<file path="src/hw/rtl/bmf_pkg.sv">
// Shared types and constants for the RGB box mean filter.
`default_nettype none
package bmf_pkg;

    localparam int CH_W       = 16;
    localparam int PIX_W      = 3 * CH_W;
    localparam int RADIUS_W   = 4;
    localparam int WIDTH_W    = 11;
    localparam int HEIGHT_W   = 13;
    localparam int ROW_W      = 12;
    localparam int MAX_HEIGHT = 4096;
    localparam int CFG_IDX_W  = 2;
    localparam int CFG_DATA_W = 13;

    localparam logic OP_PIXEL = 1'b0;
    localparam logic OP_DRAIN = 1'b1;

    localparam logic [CFG_IDX_W-1:0] REG_RADIUS = 2'd0;
    localparam logic [CFG_IDX_W-1:0] REG_WIDTH  = 2'd1;
    localparam logic [CFG_IDX_W-1:0] REG_HEIGHT = 2'd2;

    typedef enum logic [2:0] {
        ST_IDLE,
        ST_CHECK,
        ST_SCAN,
        ST_FLUSH,
        ST_START,
        ST_DIV,
        ST_OUT
    } state_t;

endpackage
`default_nettype wire

</file>
<file path="src/hw/rtl/bmf_div.sv">
// Three-lane restoring divider sharing one divisor, one quotient bit per cycle.
`default_nettype none
module bmf_div #(
    parameter int DW = 25,
    parameter int VW = 9
) (
    input  wire                                 clk,
    input  wire                                 rst_n,
    input  wire                                 start,
    input  wire [2:0][DW-1:0]                   dividend,
    input  wire [VW-1:0]                        divisor,
    output logic                                done,
    output logic [2:0][bmf_pkg::CH_W-1:0]       quotient
);

    localparam int KW = $clog2(DW + 1);

    logic [2:0][DW-1:0] quo_reg, quo_next;
    logic [2:0][VW-1:0] rem_reg, rem_next;
    logic [VW-1:0]      dsr_reg;
    logic [KW-1:0]      cnt_reg;
    logic               busy_reg;
    logic               done_reg;

    always_comb
    begin
        logic [VW:0] shifted;
        for (int i = 0; i < 3; i++)
        begin
            shifted = {rem_reg[i], quo_reg[i][DW-1]};
            if (shifted >= {1'b0, dsr_reg})
            begin
                rem_next[i] = VW'(shifted - {1'b0, dsr_reg});
                quo_next[i] = {quo_reg[i][DW-2:0], 1'b1};
            end
            else
            begin
                rem_next[i] = VW'(shifted);
                quo_next[i] = {quo_reg[i][DW-2:0], 1'b0};
            end
        end
    end

    always_ff @(posedge clk or negedge rst_n)
    begin
        if (!rst_n)
        begin
            busy_reg <= 1'b0;
            done_reg <= 1'b0;
            cnt_reg  <= '0;
        end
        else
        begin
            done_reg <= 1'b0;
            if (start)
            begin
                busy_reg <= 1'b1;
                cnt_reg  <= KW'(DW);
            end
            else if (busy_reg)
            begin
                cnt_reg <= cnt_reg - KW'(1);
                if (cnt_reg == KW'(1))
                begin
                    busy_reg <= 1'b0;
                    done_reg <= 1'b1;
                end
            end
        end
    end

    always_ff @(posedge clk)
    begin
        if (start)
        begin
            quo_reg <= dividend;
            rem_reg <= '0;
            dsr_reg <= divisor;
        end
        else if (busy_reg)
        begin
            quo_reg <= quo_next;
            rem_reg <= rem_next;
        end
    end

    always_comb
    begin
        for (int i = 0; i < 3; i++)
        begin
            quotient[i] = quo_reg[i][bmf_pkg::CH_W-1:0];
        end
    end

    assign done = done_reg;

`ifndef SYNTHESIS
    a_start_idle: assert property (@(posedge clk) disable iff (!rst_n)
        start |-> !busy_reg) else $error("divider restarted while busy");
    a_done_after_busy: assert property (@(posedge clk) disable iff (!rst_n)
        done_reg |-> $past(busy_reg)) else $error("done without a division");
    a_cnt_range: assert property (@(posedge clk) disable iff (!rst_n)
        busy_reg |-> (cnt_reg != '0)) else $error("busy with empty count");
`endif

endmodule
`default_nettype wire

</file>
<file path="config.mk">
export PLATFORM = sky130hd
export DESIGN_NAME = bmf_div
export DESIGN_NICKNAME = d
export VERILOG_FILES = /design/src/hw/rtl/bmf_pkg.sv /design/src/hw/rtl/bmf_div.sv
export SDC_FILE = /design/constraint.sdc
export NUM_CORES = 1
export LEC_CHECK = 0
export BUFFER_PORTS_ARGS = -buffer_cell sky130_fd_sc_hd__buf_2
export CAP_MARGIN = 20
export CORE_ASPECT_RATIO = 0.75
export CORE_MARGIN = 3
export CORE_UTILIZATION = 38
export CTS_CLUSTER_SIZE = 8
export DETAILED_ROUTE_END_ITERATION = 8
export PLACE_DENSITY = 0.7
export SLEW_MARGIN = 30
export SYNTH_ARGS = -nofsm -noshare
export SYNTH_HDL_FRONTEND = slang
export SYNTH_SLANG_ARGS = --single-unit
</file>
<file path="constraint.sdc">
create_clock -name clk -period 5.1 [get_ports clk]
set_input_delay 0.765 -clock clk [delete_from_list [all_inputs] [get_ports clk]]
set_output_delay 0.765 -clock clk [all_outputs]
set_load 0.05 [all_outputs]
</file>
==> reports/metrics.cfg, run 1 <==
[run_status]
status = finished, final reports clean

[final_layout]
fillers = 1441
final_nets = 736
multi_input_area_sq_mm = 0.002643
regArea_sq_mm = 0.003238
drive_gt1_share_pct = 40.95
layout_common_cells = buf_2, edfxtp_1, mux2_2, nor2_1, ha_1
largest_reg_flops = 48
diodes = 0
final_common_cell = buf_2
synthToLayoutAreaGrowth_pct = 17.36

[global_routing]
grt_max_degree = 73
grt_usage_pct = 15.62
antenna_found_initial = 0
overflow = 0
grt_pass1_wl_mm = 22.58
grt_pass1_vias = 4355

[yosys]
syn-num-nets = 643
synth_top_area_share_pct = 39.36
postSynthCellCount = 524
yosysSeqAreaShare_pct = 50.53
synthesis.area_sq_mm = 0.006409
synth.distinct_cells = 55
synth-compound-area-share_pct = 9.039
synthAdderAreaFrac_pct = 6.599
synthTopCellsByArea = edfxtp_1, mux2_2, dfxtp_1
synth_area_per_cell_sq_um = 12.23
synth_edf_count = 84
synth-async-reset-ratio_pct = 5.932
ys.flop_type = edfxtp_1
synth_xor_area_share_pct = 2.733
ys_warn_count = 0
synth.ff_latch_count = 118
synthSimpleGateAreaFrac_pct = 6.267
synth_top_area_cell = edfxtp_1
muxShareOfSynthArea_pct = 16.56
synth_top_family_by_area = multiplexers

[pwr]
p_total_mw = 3.661
vdd_drop_max_mv = 0.2674
power_density_mw_per_mm2 = 486.7
power.leakage_nw = 3.184

[floorplanning]
start_util_pct = 39.40
io_pins = 136
row_count = 40
die_y_microns = 118.5
chipWidth_microns = 156.0
coreArea_sq_mm = 0.01627
dieArea_sq_mm = 0.01848

[sta]
tns_ns = 0
hold_viol_final = 0
rsz0062_at_grt = no
skew_ns = 0.008456
setup_viol_count_final = 0
drv_slew = 0
period_needed_ns = 2.998
fin_ws_ns = 2.102
max_freq_mhz = 333.6
relSlewSlack_pct = 39.02
period_share_pct = 58.78
tightest_slew_ns = 0.9147

[placed_design]
dp_hpwl_mm = 9.869
place_congestion = 0.8594
place_ws_ns = 1.939
portBuffers = 135

[worst_setup_path]
cp.required_ns = 5.43
r2r_slack_ns = 2.10
reg2reg_to = rem_reg[0]
crit_path_end_kind = flip-flop
crit_type = flip-flop to flip-flop
worstPathArrival_ns = 3.33
cp-start-kind = flip-flop
cp_max_fo = 11
reg2reg_depth = 10
worstReg2RegStart = quo_reg[24]

[min_path]
hp-class = input port to async pin

[cts]
h-tree-depth = 4
post_cts_resize_count = 0
cts_buffers = 17
root_buffer = clkbuf_16
cts.reportedPaths.clkPinSlew_ns = 0.05
cts_setup_buffers = 0
postCtsHoldBufs = 0
cts.path.max_buffers = 2
cts_tree = built
clk_latency_ns = 0.41
cts.sinks = 118

[drt]
drt_iter0_drc = 275
drt.antenna.violating_nets = 0
viasPerCell = 5.076
drt_pre_antenna_iters = 4
drc = 0
drt_wl_total_mm = 13.82
wl_per_cell_microns = 16.45
num_vias = 4264

[run]
drv_cap = 0

==> metrics by stage <==
stage / cells / hold WS [ns] / instance area, sq um / util, %
after floorplan: 524 / 0.4266 / 6409 / -
after global placement: 808 / 0.4461 / 6954 / 42.75
after detailed placement: 808 / 0.4538 / 6954 / 42.75
after CTS: 840 / 0.1551 / 7518 / 46.22
after global routing: 840 / 0.1655 / 7521 / 46.24
final: 840 / 0.1780 / 7521 / 46.24
==> cell usage after synthesis (3+ instances only) <==
cell type	instances
nor2_1	30
buf_4	49
dfxtp_1	27
ha_1	29
o21a_1	4
mux2_2	76
o21bai_1	4
a21o_1	7
edfxtp_1	84
xnor2_1	13
o21ai_1	7
clkbuf_1	15
nor3_1	5
nor2b_1	7
a211oi_1	16
nand2b_1	5
dfrtp_1	7
xor2_1	7
o21ai_0	10
nand3_1	5
nand2_1	18
inv_1	22
and3_1	3
mux2i_1	19
a21oi_1	16
fa_1	3
==> critical path, cell delays in order (launching register included) <==
cell,delay [ns]
edfxtp_1,0.35
inv_1,0.08
ha_1,0.16
inv_1,0.06
fa_1,0.40
a21o_1,0.20
a221oi_2,0.38
a21oi_1,0.16
nor2b_2,0.51
mux2_2,0.40
a211oi_1,0.21
==> how the worst max path moves through the flow <==
stage,from,to,slack [ns]
3_5_place_dp,quo_reg[24],rem_reg[0],1.94
3_3_place_gp,quo_reg[24],rem_reg[0],1.99
5_1_grt,quo_reg[24],rem_reg[0],1.90
4_1_cts,quo_reg[24],rem_reg[0],1.90
6_report,quo_reg[24],rem_reg[0],2.10
2_1_floorplan,start,quo_reg[16],1.87
==> metal layers <==
layer / track usage [%] / vias to the layer above / share of wire (%)
met3: 5.966 / 17 / 8.3
met4: 6.453 / 0 / 1.9
li1: - / 2064 / -
met1: 20.84 / 2018 / 47
met2: 22.68 / 165 / 43
met5: 0 / - / 0
==> report_power, final <==
| group | internal, mW | leakage (nW) | switching (mW) |
|---|---|---|---|
| logic | 0.513 | 1.73 | 0.686 |
| clock network | 0.714 | 0.267 | 0.429 |
| registers | 1.21 | 1.19 | 0.110 |
| total | 2.44 | 3.18 | 1.22 |
==> layout make-up <==
class / count / share of cell area [%]
repair buffers: 142 / 9.716
clock buffers: 19 / 5.756
inverters: 22 / 1.098
flip-flops and latches: 118 / 43.05
multi-input cells: 316 / 35.14
well taps: 210 / 3.494
clock inverters: 13 / 1.747
==> cell families (layout without fill, tap and decap cells) <==
kind of cell	after synthesis	count (layout)
flops	118	118
buf+inv	90	196
xor+xnor	20	20
fa+ha+maj	32	32
mux	96	96
simple gates	83	83
compound gates	85	85
(Power assumes the default switching activity.)
==> run 2, diff against run 1 <==
ABC_AREA = 1   (was unset)
PLACE_DENSITY = 0.72   (was 0.7)
clock period = 2.5 ns   (was 5.1 ns; I/O delays follow)
==> run 2 against run 1 <==
Maximum frequency rose by 39%. Register-to-register slack got worse by 1.8 ns. Clock-buffer cell count down 2. Final cell count grew 41%. Wire length up 19%. First-iteration DRC count grew 68%. Die area is 6.8% higher. Synthesized cell count rose by 62%. Total power up 130%. Combinational power increased to 2.7 times the previous value. Design area rose by 6.9%. Critical path depth grew 1.
==> reports/metrics.cfg, run 2 <==
[final_layout]
drive_gt1_share_pct = 21.52  ; -19 points
final_common_cell = nand2_1
largest_reg_flops = 48  ; unchanged
diodes = 0  ; unchanged
final_area_sq_mm = 0.008038  ; +6.9%
synthToLayoutAreaGrowth_pct = 17.03
layoutNonFillerInstCount = 1184  ; +41%
layout_common_cells = nand2_1, buf_2, edfxtp_1, inv_1, nand3_1
final_nets = 1054  ; +43%

[drt]
drt_iter0_drc = 463  ; +68%
wl_per_cell_microns = 13.83  ; -16%
drt_wl_total_mm = 16.38  ; +19%
drt_pre_antenna_iters = 5  ; +1
drc = 0  ; unchanged
viasPerCell = 4.737  ; -6.7%
num_vias = 5609  ; +32%
drt.antenna.violating_nets = 0  ; unchanged

[floorplanning]
start_util_pct = 39.84  ; +0.44 points
io_pins = 136  ; unchanged
coreArea_sq_mm = 0.01724  ; +6.0%
chipWidth_microns = 161.2  ; +3.4%
row_count = 41  ; +2.5%
dieArea_sq_mm = 0.01974  ; +6.8%
die_y_microns = 122.4  ; +3.3%

[yosys]
synthSimpleGateAreaFrac_pct = 30.84  ; +25 points
synthTopCellsByCount = nand2_1, edfxtp_1, inv_1
synth_top_area_share_pct = 36.73  ; -2.6 points
synth_area_per_cell_sq_um = 8.108  ; -34%
synth_top_family_by_area = simple AND/OR/NAND/NOR gates
ys_warn_count = 0  ; unchanged
synth-async-reset-ratio_pct = 5.932  ; unchanged
synth-compound-area-share_pct = 2.478  ; -6.6 points
synth_top_area_cell = edfxtp_1
syn-num-nets = 966  ; +50%
synth.distinct_cells = 27  ; -51%
synthAdderAreaFrac_pct = 6.158  ; -0.44 points
synth_edf_count = 84  ; unchanged
ys.flop_type = edfxtp_1
yosysSeqAreaShare_pct = 47.15  ; -3.4 points
synth_xor_area_share_pct = 1.148  ; -1.6 points
postSynthCellCount = 847  ; +62%
yosysMostFrequentCell = nand2_1
muxShareOfSynthArea_pct = 0  ; -17 points
synthesis.area_sq_mm = 0.006868  ; +7.2%
synthTopCellsByArea = edfxtp_1, nand2_1, dfxtp_1
synth.ff_latch_count = 118  ; unchanged

[sta]
period_share_pct = 86.32  ; +28 points
period_needed_ns = 2.158  ; -0.8396 ns
skew_ns = 0.008460  ; +0.000003860 ns
tightest_slew_ns = 0.5936  ; -0.3212 ns
rsz0062_at_grt = no
relSlewSlack_pct = 60.39  ; +21 points
max_freq_mhz = 463.4  ; +39%
hold_viol_final = 0  ; unchanged
drv_slew = 0  ; unchanged
tns_ns = 0  ; unchanged
setup_viol_count_final = 0  ; unchanged

[worst_setup_path]
worstPathArrival_ns = 2.48  ; -0.85 ns
crit_type = flip-flop to flip-flop
worstReg2RegStart = quo_reg[49]
crit_path_end_kind = flip-flop
cp_slowest_cell = fa_1
reg2reg_depth = 11  ; +1
crit_chain = inv_1 -> ha_1 -> inv_1 -> fa_1 -> nand2_1 -> nand3_2 -> nand2_2 -> nand2_2 -> nand2_1 -> nand3_1 -> o21ai_1
r2r_slack_ns = 0.34  ; -1.76 ns
reg2reg_to = rem_reg[13]
cp_max_fo = 12  ; +1
cp-start-kind = flip-flop
max_stage_delay_ns = 0.43  ; -0.08 ns
crit_buf_inv = 2  ; unchanged
cp_top_family = simple AND/OR/NAND/NOR gates
cp.required_ns = 2.83  ; -2.60 ns

[global_routing]
antenna_found_initial = 0  ; unchanged
grt_usage_pct = 16.62  ; +1.0 points
overflow = 0  ; unchanged
grt_pass1_wl_mm = 26.32  ; +17%
grt_max_degree = 81  ; +11%
grt_pass1_vias = 5312  ; +22%

[cts]
cts.path.max_buffers = 2  ; unchanged
root_buffer = clkbuf_16
h-tree-depth = 4  ; unchanged
cts_buffers = 17  ; unchanged
cts_tree = built
cts.sinks = 118  ; unchanged
cts.reportedPaths.clkPinSlew_ns = 0.06  ; about the same
post_cts_resize_count = 0  ; unchanged
clk_latency_ns = 0.41  ; about the same

[placed_design]
dp_cells = 1151  ; +42%
dp_hpwl_mm = 11.58  ; +17%
placed_cell_area_sq_mm = 0.007410  ; +6.5%
portBuffers = 135  ; unchanged
place_congestion = 0.9240  ; +7.5%

[run]
drv_cap = 0  ; unchanged

[run_status]
status = finished, final reports clean

[min_path]
worstHoldStart = divisor[8]
hold_end = dsr_reg[8]
holdPathStages = 1
hp-class = input port to flip-flop

[pwr]
power.leakage_nw = 4.172  ; +31%
p_total_mw = 8.568  ; +130%
vdd_drop_max_mv = 0.5358  ; +100%
power_density_mw_per_mm2 = 1066  ; +120%

==> run 2: changes by cell type after synthesis, moves of 8 or more <==
| cell | delta |
|---|---|
| mux2_2 | -76 |
| nand3_1 | +52 |
| a211oi_1 | -16 |
| nand3_2 | +8 |
| nand3b_1 | +16 |
| inv_1 | +55 |
| mux2i_1 | -19 |
| nand2_2 | +11 |
| nand2_1 | +350 |
==> run 2: how the worst max path moves through the flow <==
stage | start | to | slack (ns) | cells after the start
global route | quo_reg[49] | rem_reg[13] | 0.13 | 11
finish | quo_reg[49] | rem_reg[13] | 0.34 | 11
detailed placement | quo_reg[49] | rem_reg[13] | 0.40 | 11
global placement | quo_reg[49] | rem_reg[13] | 0.39 | 11
CTS | quo_reg[49] | rem_reg[13] | 0.35 | 11
floorplan | start | quo_reg[16] | 0.45 | 3
==> run 2: logic make-up (layout without fill, tap and decap cells) <==
logic type | after synthesis | after routing
AOI/OAI and AO/OA | 33 | 33
xor gates and xnor gates | 9 | 9
adders and majority gates | 32 | 32
buffers and inverters | 156 | 257
DFF | 118 | 118
and+or+nand+nor | 499 | 499
==> run 2: layout make-up <==
type,instances,area [sq um]
clock inverters,15,192.7
well taps,236,295.3
fillers,1704,9199
multi-input cells,573,2790
flip-flops and latches,118,3238
repair buffers,146,798.3
inverters,79,297.8
clock buffers,17,425.4
==> run 2: layer usage <==
metal	vias up	GRT usage [%]	share of wire [%]	wire length [microns]
met5	-	0	0	0
met4	0	4.352	0.80	131
met3	12	3.610	6.6	1077
met2	163	25.63	44	7217
met1	2591	23.85	49	7954
li1	2843	-	-	-
==> run 2: worst register-to-register path, stage by stage (launching register included) <==
cell and delay [ns]:
edfxtp_1 0.38, inv_1 0.13, ha_1 0.16, inv_1 0.06, fa_1 0.43, nand2_1 0.14, nand3_2 0.09, nand2_2 0.23
nand2_2 0.18, nand2_1 0.10, nand3_1 0.08, o21ai_1 0.11
==> run 2: what timing repair did <==
action,CTS,global route
endpoints found under the hold margin,7,0
setup buffers,0,0
hold buffers,1,0
==> run 2: stage by stage <==
step | hold slack [ns] | util (%) | setup slack (ns)
after floorplan | 0.07941 | - | 0.4501
after global placement | 0.2240 | 42.99 | 0.3912
after detailed placement | 0.2242 | 42.99 | 0.3997
after CTS | 0.1304 | 46.63 | 0.3460
after global routing | 0.1288 | 46.63 | 0.1300
final | 0.1392 | 46.63 | 0.3419
==> run 2: power breakdown <==
group / total [mW] / switching, mW / internal [mW]
clock: 2.56 / 0.964 / 1.59
sequential: 2.74 / 0.254 / 2.48
combinational: 3.27 / 2.08 / 1.19
